==> config.mk <==
export PLATFORM = sky130hd
export DESIGN_NAME = focus_ring_manager
export DESIGN_NICKNAME = d
export VERILOG_FILES = /design/src/hdl/frm_pkg.sv /design/src/hdl/frm_link_mem.sv /design/src/hdl/frm_ctrl.sv /design/src/hdl/focus_ring_manager.sv
export SDC_FILE = /design/constraint.sdc
export NUM_CORES = 1
export LEC_CHECK = 0
export CAP_MARGIN = 15
export CORE_UTILIZATION = 54
export DETAILED_ROUTE_END_ITERATION = 16
export DONT_BUFFER_PORTS = 1
export PLACE_DENSITY = 0.66
export SYNTH_ARGS = -nofsm -noshare
export SYNTH_HDL_FRONTEND = slang
export SYNTH_HIERARCHICAL = 1
export SYNTH_SLANG_ARGS = --single-unit
==> constraint.sdc <==
create_clock -name clk_i -period 9.35 [get_ports clk_i]
set_input_delay 1.87 -clock clk_i [delete_from_list [all_inputs] [get_ports clk_i]]
set_output_delay 1.87 -clock clk_i [all_outputs]
set_load 0.01 [all_outputs]
==> src/hdl/frm_pkg.sv <==
// Shared types and constants for the focus ring manager.
// Used by frm_link_mem, frm_ctrl and focus_ring_manager; depends on nothing.
`default_nettype none

package frm_pkg;

  // Number of jobs that can join the ring, and the width of a job index.
  localparam int JOBS  = 64;
  localparam int JOB_W = $clog2(JOBS);

  // Operation codes carried by the cmd field of a request.
  typedef enum logic [1:0] {
    CMD_REQUEST = 2'd0,
    CMD_RELEASE = 2'd1,
    CMD_SWITCH  = 2'd2,
    CMD_FORCE   = 2'd3
  } cmd_e;

  typedef logic [JOB_W-1:0] job_t;

  // Access bundle from the controller to the link memories.
  typedef struct packed {
    logic rd_en;
    job_t rd_addr;
    logic nxt_we;
    job_t nxt_addr;
    job_t nxt_data;
    logic prv_we;
    job_t prv_addr;
    job_t prv_data;
  } link_req_t;

endpackage : frm_pkg

`default_nettype wire

==> src/hdl/frm_link_mem.sv <==
// Next and previous link memories of the focus ring, one synchronous write
// and one registered read each. Depends on frm_pkg.
`default_nettype none

module frm_link_mem (
  input  wire logic              clk_i,
  input  wire frm_pkg::link_req_t req_i,
  output frm_pkg::job_t          nxt_rdata_o,
  output frm_pkg::job_t          prv_rdata_o
);

  frm_pkg::job_t nxt_mem [frm_pkg::JOBS];
  frm_pkg::job_t prv_mem [frm_pkg::JOBS];

  // Next links: write port and registered read port.
  always_ff @(posedge clk_i) begin
    if (req_i.nxt_we) begin
      nxt_mem[req_i.nxt_addr] <= req_i.nxt_data;
    end
    if (req_i.rd_en) begin
      nxt_rdata_o <= nxt_mem[req_i.rd_addr];
    end
  end

  // Previous links: same organization.
  always_ff @(posedge clk_i) begin
    if (req_i.prv_we) begin
      prv_mem[req_i.prv_addr] <= req_i.prv_data;
    end
    if (req_i.rd_en) begin
      prv_rdata_o <= prv_mem[req_i.rd_addr];
    end
  end

endmodule : frm_link_mem

`default_nettype wire

==> src/hdl/frm_ctrl.sv <==
// Sequencer of the focus ring manager: membership bitmap, focus head and the
// read-modify-write steps on the link memories. Depends on frm_pkg.
`default_nettype none

module frm_ctrl (
  input  wire logic              clk_i,
  input  wire logic              rst_ni,
  input  wire logic              start,
  output logic                   busy,
  input  wire logic [1:0]        cmd_i,
  input  wire frm_pkg::job_t     job_i,
  output frm_pkg::link_req_t     mem_req_o,
  input  wire frm_pkg::job_t     nxt_rdata_i,
  input  wire frm_pkg::job_t     prv_rdata_i,
  output logic                   done_o,
  output logic                   focus_valid_o,
  output frm_pkg::job_t          focus_job_o,
  output logic                   focus_changed_o
);

  localparam logic [1:0] ST_IDLE = 2'd0;
  localparam logic [1:0] ST_RD   = 2'd1;
  localparam logic [1:0] ST_WR2  = 2'd2;

  logic [1:0]                 state_q, state_d;
  frm_pkg::cmd_e              cmd_q;
  frm_pkg::job_t              job_q;
  logic                       v0_q;
  frm_pkg::job_t              h0_q;
  frm_pkg::job_t              tail_q, tail_d;
  frm_pkg::job_t              head_q, head_d;
  logic                       nonempty_q, nonempty_d;
  logic [frm_pkg::JOBS-1:0]   member_q, member_d;
  logic                       done_q, done_d;
  logic                       fv_q, fv_d;
  frm_pkg::job_t              fj_q, fj_d;
  logic                       fc_q, fc_d;
  logic                       accept;
  logic                       is_member;

  assign accept    = start && (state_q == ST_IDLE);
  assign busy      = (state_q != ST_IDLE);
  assign is_member = member_q[job_q];

  // Step logic: issue the link read on accept, then update links and head.
  always_comb begin
    state_d    = state_q;
    tail_d     = tail_q;
    head_d     = head_q;
    nonempty_d = nonempty_q;
    member_d   = member_q;
    done_d     = 1'b0;
    mem_req_o  = '0;

    // A release reads the links of the job; every other command reads the head's.
    mem_req_o.rd_en   = accept;
    mem_req_o.rd_addr = (cmd_i == frm_pkg::CMD_RELEASE) ? job_i : head_q;

    case (state_q)
      ST_IDLE: begin
        if (accept) begin
          state_d = ST_RD;
        end
      end

      ST_RD: begin
        state_d = ST_IDLE;
        done_d  = 1'b1;
        case (cmd_q)
          frm_pkg::CMD_REQUEST, frm_pkg::CMD_FORCE: begin
            if (!is_member) begin
              member_d[job_q]    = 1'b1;
              mem_req_o.nxt_we   = 1'b1;
              mem_req_o.nxt_addr = job_q;
              mem_req_o.prv_we   = 1'b1;
              mem_req_o.prv_addr = job_q;
              if (!nonempty_q) begin
                // Sole member links to itself and takes the head.
                mem_req_o.nxt_data = job_q;
                mem_req_o.prv_data = job_q;
                head_d             = job_q;
                nonempty_d         = 1'b1;
              end else begin
                // Link in between the tail and the head; finish next cycle.
                mem_req_o.nxt_data = head_q;
                mem_req_o.prv_data = prv_rdata_i;
                tail_d             = prv_rdata_i;
                state_d            = ST_WR2;
                done_d             = 1'b0;
              end
            end
            if (cmd_q == frm_pkg::CMD_FORCE) begin
              head_d = job_q;
            end
          end

          frm_pkg::CMD_RELEASE: begin
            if (is_member) begin
              member_d[job_q] = 1'b0;
              if (nxt_rdata_i != job_q) begin
                mem_req_o.prv_we   = 1'b1;
                mem_req_o.prv_addr = nxt_rdata_i;
                mem_req_o.prv_data = prv_rdata_i;
                mem_req_o.nxt_we   = 1'b1;
                mem_req_o.nxt_addr = prv_rdata_i;
                mem_req_o.nxt_data = nxt_rdata_i;
                if (job_q == head_q) begin
                  head_d = nxt_rdata_i;
                end
              end else begin
                // The last member leaves: the ring is empty.
                nonempty_d = 1'b0;
                head_d     = '0;
              end
            end
          end

          frm_pkg::CMD_SWITCH: begin
            if (nonempty_q) begin
              head_d = nxt_rdata_i;
            end
          end

          default: begin
          end
        endcase
      end

      ST_WR2: begin
        // Close the ring: old tail points to the job, old head back to it.
        mem_req_o.nxt_we   = 1'b1;
        mem_req_o.nxt_addr = tail_q;
        mem_req_o.nxt_data = job_q;
        mem_req_o.prv_we   = 1'b1;
        mem_req_o.prv_addr = h0_q;
        mem_req_o.prv_data = job_q;
        state_d            = ST_IDLE;
        done_d             = 1'b1;
      end

      default: begin
        state_d = ST_IDLE;
      end
    endcase

    // Result as seen after this step.
    fv_d = nonempty_d;
    fj_d = nonempty_d ? head_d : '0;
    fc_d = (fv_d != v0_q) || (fj_d != h0_q);
  end

  // Control state and ring registers.
  always_ff @(posedge clk_i or negedge rst_ni) begin
    if (!rst_ni) begin
      state_q    <= ST_IDLE;
      head_q     <= '0;
      nonempty_q <= 1'b0;
      member_q   <= '0;
      done_q     <= 1'b0;
    end else begin
      state_q    <= state_d;
      head_q     <= head_d;
      nonempty_q <= nonempty_d;
      member_q   <= member_d;
      done_q     <= done_d;
    end
  end

  // Request payload, old focus snapshot and result registers.
  always_ff @(posedge clk_i) begin
    if (accept) begin
      cmd_q <= frm_pkg::cmd_e'(cmd_i);
      job_q <= job_i;
      v0_q  <= nonempty_q;
      h0_q  <= nonempty_q ? head_q : '0;
    end
    tail_q <= tail_d;
    if (done_d) begin
      fv_q <= fv_d;
      fj_q <= fj_d;
      fc_q <= fc_d;
    end
  end

  assign done_o          = done_q;
  assign focus_valid_o   = fv_q;
  assign focus_job_o     = fj_q;
  assign focus_changed_o = fc_q;

endmodule : frm_ctrl

`default_nettype wire

==> src/hdl/focus_ring_manager.sv <==
// Channel   | Direction | Signals                                    | Handshake
// request   | in        | cmd_i, job_i                               | start high, busy low
// result    | out       | focus_valid_o, focus_job_o, focus_changed_o | done_o for one cycle
//
// After the accepting edge busy is high for the read of the links and one write pair, and
// also for a second write pair when a job is linked into a nonempty ring; the next request
// can be taken once busy is low again.
// The single write port of each link memory sets the count of write cycles.
// The result appears with done_o in the cycle after the last step, when busy is low.
// Reset empties the ring at once; the link memories need no clearing.
// The receiver cannot stall; done_o is never held.
//
// Top level of the focus ring manager. Depends on frm_pkg, frm_link_mem, frm_ctrl.
`default_nettype none

module focus_ring_manager (
  input  wire logic        clk_i,
  input  wire logic        rst_ni,
  input  wire logic        start,
  output logic             busy,
  input  wire logic [1:0]  cmd_i,
  input  wire logic [5:0]  job_i,
  output logic             done_o,
  output logic             focus_valid_o,
  output logic [5:0]       focus_job_o,
  output logic             focus_changed_o
);

  frm_pkg::link_req_t mem_req;
  frm_pkg::job_t      nxt_rdata;
  frm_pkg::job_t      prv_rdata;

  // Sequencer with bitmap and head.
  frm_ctrl u_ctrl (
    .clk_i           (clk_i),
    .rst_ni          (rst_ni),
    .start           (start),
    .busy            (busy),
    .cmd_i           (cmd_i),
    .job_i           (job_i),
    .mem_req_o       (mem_req),
    .nxt_rdata_i     (nxt_rdata),
    .prv_rdata_i     (prv_rdata),
    .done_o          (done_o),
    .focus_valid_o   (focus_valid_o),
    .focus_job_o     (focus_job_o),
    .focus_changed_o (focus_changed_o)
  );

  // Link memories.
  frm_link_mem u_link_mem (
    .clk_i       (clk_i),
    .req_i       (mem_req),
    .nxt_rdata_o (nxt_rdata),
    .prv_rdata_o (prv_rdata)
  );

  // A result only comes once the sequencer is free again.
  a_done_not_busy : assert property (@(posedge clk_i) disable iff (!rst_ni)
    done_o |-> !busy)
    else $error("result strobe while busy");

  // An accepted request always occupies the sequencer in the next cycle.
  a_accept_busy : assert property (@(posedge clk_i) disable iff (!rst_ni)
    (start && !busy) |=> (busy && !done_o))
    else $error("accepted request did not occupy the sequencer");

  // An empty ring reports job zero.
  a_empty_zero : assert property (@(posedge clk_i) disable iff (!rst_ni)
    (done_o && !focus_valid_o) |-> (focus_job_o == '0))
    else $error("empty ring reported a nonzero job");

endmodule : focus_ring_manager

`default_nettype wire

Word level (Yosys, flattened, before mapping)

Memory sizes are Yosys's and may differ from the RTL's. A register that Yosys moved wholly into a read port is not among the register bits.
Cells that the tools add are included.

Bits in registers: 103
Bits in writable memories: 768
Input port bits: 11
Output and inout bits: 10
Logic and storage cells: 86
Memories: 2

Memory list:

| name               | depth | width | rd ports | clocked after memory_dff | write ports | line               | text |
|---|---|---|---|---|---|---|---|
| u_link_mem.nxt_mem | 64    | 6     | 1        | 1                        | 1           | frm_link_mem.sv:12 | `frm_pkg::job_t nxt_mem [frm_pkg::JOBS];` |
| u_link_mem.prv_mem | 64    | 6     | 1        | 1                        | 1           | frm_link_mem.sv:13 | `frm_pkg::job_t prv_mem [frm_pkg::JOBS];` |

$lt $le $gt $ge: 2
Eq/ne operators: 13
Muxes and demuxes: 42
Bitwise logic cells: 4
Reductions and logical operators: 10

Operators by type and width:

| kind               | number |
|---|---|
| $mux 64            | 2 |
| $pmux 64 s2        | 1 |
| $pmux 26 s2        | 2 |
| $mux 26            | 3 |
| $mux 6             | 11 |
| $and 64x64->64     | 1 |
| $not 64->64        | 1 |
| $or 64x64->64      | 1 |
| $pmux 6 s3         | 1 |
| $mux 1             | 13 |
| $ne 6x6->1         | 2 |
| $mux 2             | 4 |
| $reduce_and 4->1   | 2 |
| $lt 6x7->1 const B | 1 |
| $bmux 1 s6         | 1 |
| $demux 1 s6        | 1 |
| $eq 2x1->1 const B | 3 |
| $eq 2x2->1 const B | 3 |
| $eq 6x6->1         | 1 |
| $ge 6x1->1 const B | 1 |
| $logic_not 2->1    | 2 |
| $ne 2x1->1 const B | 2 |
| $pmux 1 s2         | 2 |
| $pmux 2 s2         | 1 |
| 7 further kinds    | 9 |

Logic depth before layout (Yosys ltp)

Gate-level depths: netlist of the first run.

Word-level depth: 9
Mapped depth: 19
Mapped depth without buffers: 13

Modules after synthesis

Netlist of the first run, hierarchy kept.

Modules (own cells, without submodules):

| module       | instances | cells each | area an instance (um^2) | seq. area each (um^2) |
|---|---|---|---|---|
| frm_link_mem | 1         | 1460       | 30604.4                 | 23422.5 |
| frm_ctrl     | 1         | 740        | 6967.9                  | 2722.6 |

Worst setup path before layout of the first run

Ideal clock, no wire load.

Path kind: reg-to-reg
From: register u_ctrl.job_q[5]
To: memory u_link_mem/nxt_mem[0][4] (netlist bit), data pin
Setup time: 723 ps
Arrival time: 4747 ps
Required time: 8627 ps
Slack: 3879 ps
Cell stages (with the launch flop): 13
Buffers on the path: 4
Clock period less this slack: 5471 ps
Path through: edfxtp_1 -> buf_4 -> or3b_1 -> buf_2 -> a21oi_1 -> nand3_1 -> and4_1 -> buf_6 -> a21oi_1 -> buf_2 -> and2_1 -> o21ai_0 -> a21boi_0

RTL lines:

| element                | line               | text |
|---|---|---|
| from (decl)            | frm_ctrl.sv:27     | `frm_pkg::job_t job_q;` |
| from (signal assigned) | frm_ctrl.sv:173    | `job_q <= job_i;` |
| to (decl)              | frm_link_mem.sv:12 |  |

==> results of run 1 <==
cell type report:
| cell class | instances | area [um^2] |
|---|---|---|
| fillers | 5028 | 27500 |
| flip-flops and latches | 883 | 26100 |
| clock buffers | 115 | 2430 |
| clock inverters | 54 | 473 |
| well taps | 931 | 1160 |
| repair buffers | 42 | 358 |
| inverters | 85 | 319 |
| multi-input cells | 1073 | 10300 |
worst paths after layout:
check                                                 end  slack [ps]  cells after the start
worst max-delay path            u_link_mem/prv_mem[54][2]        3540                     14
worst min-delay path                                 flop         520                      2
worst max register to register  u_link_mem/prv_mem[54][2]        3540                     14
worst min register to register                       flop         520                      2
max in group asynchronous                       async pin        8320                      0
min in group asynchronous                u_ctrl/head_q[0]         920                      0
layer usage:
metal,up-vias,track usage,routed length [um]
li1,8695,-,-
met1,10300,0.349,35600
met2,785,0.376,39600
met3,145,0.0363,5830
met4,0,0.0774,2060
met5,-,0,0
sequential cells by signal (all words and copies together), names as in the netlist, 2 cells and up, named ones only:
register,count
u_ctrl/cmd_q,2
u_ctrl/focus_job_o,6
u_ctrl/h0_q,6
u_ctrl/head_q,6
u_ctrl/job_q,6
u_ctrl/state_q,2
u_ctrl/tail_q,6
u_link_mem/nxt_mem,384
u_link_mem/nxt_rdata_o,6
u_link_mem/prv_mem,384
u_link_mem/prv_rdata_o,6
cell usage after synthesis (all sizes together), types with 10 or more instances:
master,number,share of area
nand2b,11,0.0018
a21oi,24,0.0035
a31o,10,0.0023
and2,28,0.0047
mux4,177,0.11
o211ai,12,0.0024
inv,83,0.0083
nor4,65,0.013
o21ai,36,0.0048
a221oi,22,0.0065
buf,88,0.017
nand3,38,0.0052
a22oi,43,0.0086
dfrtp,74,0.049
edfxtp,809,0.65
clkbuf,71,0.0072
nor3,12,0.0016
nand2,79,0.0080
nor2,159,0.016
a32o,10,0.0027
o22ai,10,0.0017
nor2b,23,0.0038
nand3b,12,0.0024
mux2i,177,0.047
cells by family after synthesis:
kind of cell / synth area share
DFF: 0.696
and+or+nand+nor: 0.0609
muxes: 0.156
buffers and inverters: 0.0323
AOI/OAI and AO/OA: 0.0497
xor gates and xnor gates: 0.00280
adders and majority gates: 0.00233
metrics by stage:
stage	std cells	hold slack [ps]	util	worst slack [ps]	cell area [um^2]
final	3183	518	0.600	3540	41200
after global routing	3183	540	0.600	3170	41200
after CTS	3180	519	0.599	3650	41100
after detailed placement	3011	510	0.557	3460	38200
after global placement	3008	499	0.556	3290	38200
after floorplan	2200	450	-	3880	37600
tightest hold or removal path, delay by kind of cell (launching register included):
| family | cells | cell delay, ps |
|---|---|---|
| DFF | 1 | 370 |
| muxes | 1 | 50 |
| buffers and inverters | 1 | 50 |
power by group through the flow:
stage | sequential (W) | combinational (W) | clock [W]
2_1_floorplan | 0.00483 | 0.00240 | 0
3_3_place_gp | 0.00492 | 0.00312 | 0
3_5_place_dp | 0.00492 | 0.00317 | 0
4_1_cts | 0.00484 | 0.00318 | 0.00357
5_1_grt | 0.00486 | 0.00341 | 0.00371
6_report | 0.00484 | 0.00319 | 0.00349
==> flow_summary.toml, run 1 <==
[status]
outcome = "finished, final reports clean"

[clock_tree]
cts.htree.levels = 3
hold_buffers = 0
cts_setup_buffers = 0
clkLatencyLatePin_ps = 640
numCtsBuffers = 91
cts_tree = "built"
ctsResizeCount = 0
clockBufferDepth = 3
clock-root-buffer = "clkbuf_16"
clock_sinks = 883
clkSlewWorstSetupHoldPaths_ps = 60

[floorplan]
die-height_um = 266
top_level_ports = 21
start_util = 0.547
die_x_um = 266
die_area_um2 = 70600
rows = 96
coreArea_um2 = 68700

[synthesis]
synth_cells = 2200
synthFlopType = "edfxtp_1"
synth_nets = 2218
syn_avg_cell_area_um2 = 17.1
yosys.cell_types.count = 79
seq_area_frac_synth = 0.696
synth_edf_count = 809
syn-cell-area_um2 = 37600
ys_seq_elements = 883
synthArstFlopShare = 0.0838
ys_warn_count = 6

[setup_path]
critPathKind = "reg2reg"
startpoint_type = "flop"
crit_arrival_ps = 6070
max_stage_delay_ps = 830
crit_fanout = 17
critical_path.slowest_cell = "nor2b_1"
required_ps = 9610
cp_num_buf_inv = 2
crit_top_cell = "nor2b_1"
crit_start = "u_ctrl/job_q[1]"
r2r_start = "u_ctrl/job_q[1]"
worstPathCellList = "buf_4, nor2b_1, a22oi_1, nand3_1, nand4_1, nor3_2, buf_4, a22oi_1, nor2_1, a21oi_1, nor2b_1, nor2b_1, nand3_1, nor2_1"
critPathTopFamily = "simple AND/OR/NAND/NOR gates"
critPathCaptureType = "flop"

[global_route]
grt_pass1_vias = 20400
antenna_found_initial = 0
gr-usage-all-layers = 0.240
grt_overflow_total = 0
grt_max_degree = 94
grt_pass1_wl_mm = 127

[sta]
slew_viol_final = 0
tns_ps = 0
finalCriticalPeriod_ps = 5810
finalHoldViolations = 0
rsz0062_at_grt = "no"
fin_skew_ps = 25.2
max_freq_mhz = 172
slew_headroom = 0.122
period_share = 0.621
worstMarginPinSlew_ps = 1280
setup_viol = 0

[power_and_ir_drop]
power.density_nw_per_um2 = 280
pwr-share-clk = 0.303
seqPwrFrac = 0.420
p_int_w = 0.00793
p_sw_w = 0.00359
leakage_nw = 13.1
switching_share = 0.312
finalPower_w = 0.0115
vdd_drop_max_mv = 0.240
p_comb_frac = 0.277

[drt]
wirelength_mm = 83.1
drt_iter0_markers = 2255
wire_per_inst_um = 26.1
ant_nets = 0
num_vias = 19900
via_per_inst = 6.27
drc = 0
drtPass1Iterations = 5

[cells_and_area]
nets = 2194
syn_to_final_growth_pct = 9.65
num_antenna_cells = 0
layout_common_cells = "edfxtp_1 (809), mux2i_1 (177), mux4_2 (177), nor2_1 (157), clkbuf_16 (93)"
drive_gt1_frac = 0.183
final_common_cell = "edfxtp_1"

[run]
maxCapViolCount = 0

[placement]
dp_hpwl_mm = 50.1
portBuffers = 0
gp_congestion = 0.856

[hold_path]
hold_class = "reg2reg"
Power figures use the tool's default switching activity.
==> inputs of run 2 (changes only) <==
--- a/config.mk
+++ b/config.mk
@@ -5,6 +5,7 @@
 export SDC_FILE = /design/constraint.sdc
 export NUM_CORES = 1
 export LEC_CHECK = 0
+export ABC_AREA = 1
 export CAP_MARGIN = 15
 export CORE_UTILIZATION = 54
 export DETAILED_ROUTE_END_ITERATION = 16
==> constraint.sdc (replaced) <==
create_clock -name clk_i -period 5.5 [get_ports clk_i]
set_input_delay 1.1 -clock clk_i [delete_from_list [all_inputs] [get_ports clk_i]]
set_output_delay 1.1 -clock clk_i [all_outputs]
set_load 0.01 [all_outputs]
==> run 2 against run 1 <==
- hold slack got worse by 360 ps
- synthesized cell count is 68% higher
- total power grew 85%
- critical path depth rose by 1
- count of clock-buffer cells in the layout unchanged
- sequential power up 75%
- sequential cell count did not move
- clock power is 76% higher
- wire length up 15%
- largest power group unchanged
- largest cell class unchanged
==> flow_summary.toml, run 2 <==
[cells_and_area]
drive_gt1_frac = 0.0689
syn_to_final_growth_pct = 9.40
final_core_util = 0.601
nets = 3660
num_antenna_cells = 0
top_regs = "u_link_mem/nxt_mem: 384 flops, u_link_mem/prv_mem: 384 flops"
final_common_cell = "nand2_1"
layout_common_cells = "nand2_1 (1285), edfxtp_1 (809), nand3_1 (728), nor2_1 (195), inv_1 (144)"

[clock_tree]
cts_tree = "built"
ctsResizeCount = 0
clock-root-buffer = "clkbuf_16"
cts.htree.levels = 3
clockBufferDepth = 3
numCtsBuffers = 90
cts_setup_buffers = 0
clkLatencyLatePin_ps = 650
hold_buffers = 0
clkSlewWorstSetupHoldPaths_ps = 60
clock_sinks = 883

[sta]
fin_skew_ps = 27.8
setup_viol = 0
max_freq_mhz = 202
finalCriticalPeriod_ps = 4940
worstMarginPinSlew_ps = 1020
setup_ws_ps = 560
tns_ps = 0
slew_viol_final = 0
slew_headroom = 0.316
finalHoldViolations = 0
rsz0062_at_grt = "no"
period_share = 0.898

[floorplan]
die_area_um2 = 72800
die-height_um = 270
coreArea_um2 = 70500
rows = 97
die_x_um = 270
start_util = 0.549
top_level_ports = 21

[global_route]
grt_pass1_wl_mm = 148
gr-usage-all-layers = 0.263
grt_pass1_vias = 25400
grt_overflow_total = 0
grt_max_degree = 190
antenna_found_initial = 0

[drt]
wire_per_inst_um = 20.5
drc = 0
wirelength_mm = 95.5
drt_iter0_markers = 2972
highest_layer = "met4"
ant_nets = 0
met3_length_mm = 8.03
wl_met1_mm = 40.7
num_vias = 26500
drtPass1Iterations = 8
via_per_inst = 5.70
wl_met2_mm = 44.4

[hold_path]
hold_class = "in2async"

[synthesis]
yosys.cell_types.count = 42
seq_area_frac_synth = 0.675
synthFlopType = "edfxtp_1"
synth_area_leaders = "edfxtp_1 (63%), nand2_1 (12%), nand3_1 (9.4%)"
ys_seq_elements = 883
synth_cells = 3695
synth_top_area_share = 0.628
ys_warn_count = 6
synth_top_area_cell = "edfxtp_1"
synthArstFlopShare = 0.0838
synth_commonest_cells = "nand2_1 (1285), edfxtp_1 (809), nand3_1 (728)"
syn_avg_cell_area_um2 = 10.5
syn-cell-area_um2 = 38700
synth_edf_count = 809
synth_nets = 3713
synth.most_common_cell = "nand2_1"

[setup_path]
required_ps = 5790
reg2reg_depth = 15
crit_top_cell = "nand2_1"
critical_path.slowest_cell = "nor2_1"
cp_num_buf_inv = 2
critPathKind = "reg2reg"
startpoint_type = "flop"
crit_fanout = 26
crit_arrival_ps = 5230
worstPathCellList = "buf_4, nand2_1, nand3_1, nand2_1, o21ai_1, nand2_1, nor2_4, nand2_4, nor2_8, clkinv_1, nor3_1, a221oi_1, nor2_1, nand3_1, nor2_1"
rrSetupSlack_ps = 560
cp.depth = 15
r2r_end = "u_link_mem/nxt_mem[24][3]"
r2r_start = "u_ctrl/job_q[0]"
critPathTopFamily = "simple AND/OR/NAND/NOR gates"
critPathCaptureType = "flop"
max_stage_delay_ps = 740

[power_and_ir_drop]
finalPower_w = 0.0213
vdd_drop_max_mv = 0.434
p_int_w = 0.0135
p_comb_frac = 0.315
seqPwrFrac = 0.397
power.density_nw_per_um2 = 503
switching_share = 0.367
pwr-share-clk = 0.288
p_sw_w = 0.00781
leakage_nw = 15.9

[placement]
portBuffers = 0
gp_congestion = 0.977
dp_hpwl_mm = 55.8
post-place-ws_ps = 734

[run]
maxCapViolCount = 0

[status]
outcome = "finished, final reports clean"
run 2: cell count changes after synthesis, moves of 46 or more:
cell / before / now
nand2_1: 78 / 1285
nand3_1: 37 / 728
mux2i_1: 177 / 0
mux4_2: 177 / 0
inv_1: 83 / 145
a21oi_1: 23 / 81
nor4_1: 53 / 0
buf_2: 41 / 87
run 2: power by group through the flow:
| stage | combinational [W] | sequential (W) | clock (W) |
|---|---|---|---|
| floorplan | 0.00468 | 0.00851 | 0 |
| global placement | 0.00657 | 0.00858 | 0 |
| detailed placement | 0.00660 | 0.00858 | 0 |
| CTS | 0.00662 | 0.00845 | 0.00621 |
| global route | 0.00734 | 0.00849 | 0.00646 |
| finish | 0.00671 | 0.00845 | 0.00614 |
run 2: how the worst max path moves through the flow:
stage,from,to
6_report,u_ctrl/job_q[0],u_link_mem/nxt_mem[24][3]
5_1_grt,u_ctrl/job_q[0],u_link_mem/nxt_mem[60][1]
4_1_cts,u_ctrl/job_q[0],u_link_mem/nxt_mem[56][2]
3_5_place_dp,u_ctrl/job_q[0],u_link_mem/nxt_mem[56][0]
3_3_place_gp,u_ctrl/job_q[0],u_link_mem/nxt_mem[56][2]
2_1_floorplan,u_ctrl/job_q[5],u_link_mem/prv_mem[0][3]
run 2: final cells by class:
cell class / instances / area (um^2)
inverter: 166 / 647
fill: 5745 / 28200
multi-input combinational: 2441 / 10800
tap: 940 / 1180
clock buffer: 115 / 2430
clock inverter: 50 / 564
sequential: 883 / 26100
timing repair buffer: 60 / 571
run 2: worst register-to-register path: cells and delay by family (launching register included):
kind                   cells  cell delay (ps)
AO/OA/AOI/OAI              2              210
flip-flops                 1              610
buffers and inverters      2              600
AND/OR/NAND/NOR           11             3160
run 2: logic make-up after synthesis:
group,after synthesis,share of synthesized area
simple gates,2264,0.249
flops,883,0.675
buf+inv,371,0.0502
compound gates,166,0.0226
fa+ha+maj,7,0.00226
xor+xnor,4,0.000905
run 2: through the flow:
stage / hold WS, ps / cell area (um^2) / instances
floorplan: 423 / 38700 / 3695
global placement: 473 / 39300 / 4489
detailed placement: 478 / 39300 / 4489
CTS: 125 / 42300 / 4654
global route: 124 / 42300 / 4655
finish: 158 / 42300 / 4655
run 2: routing by layer:
layer | global-route usage | vias to the layer above
met5 | 0 | -
met4 | 0.0743 | 0
met3 | 0.0463 | 178
met2 | 0.417 | 1071
met1 | 0.376 | 12700
li1 | - | 12500
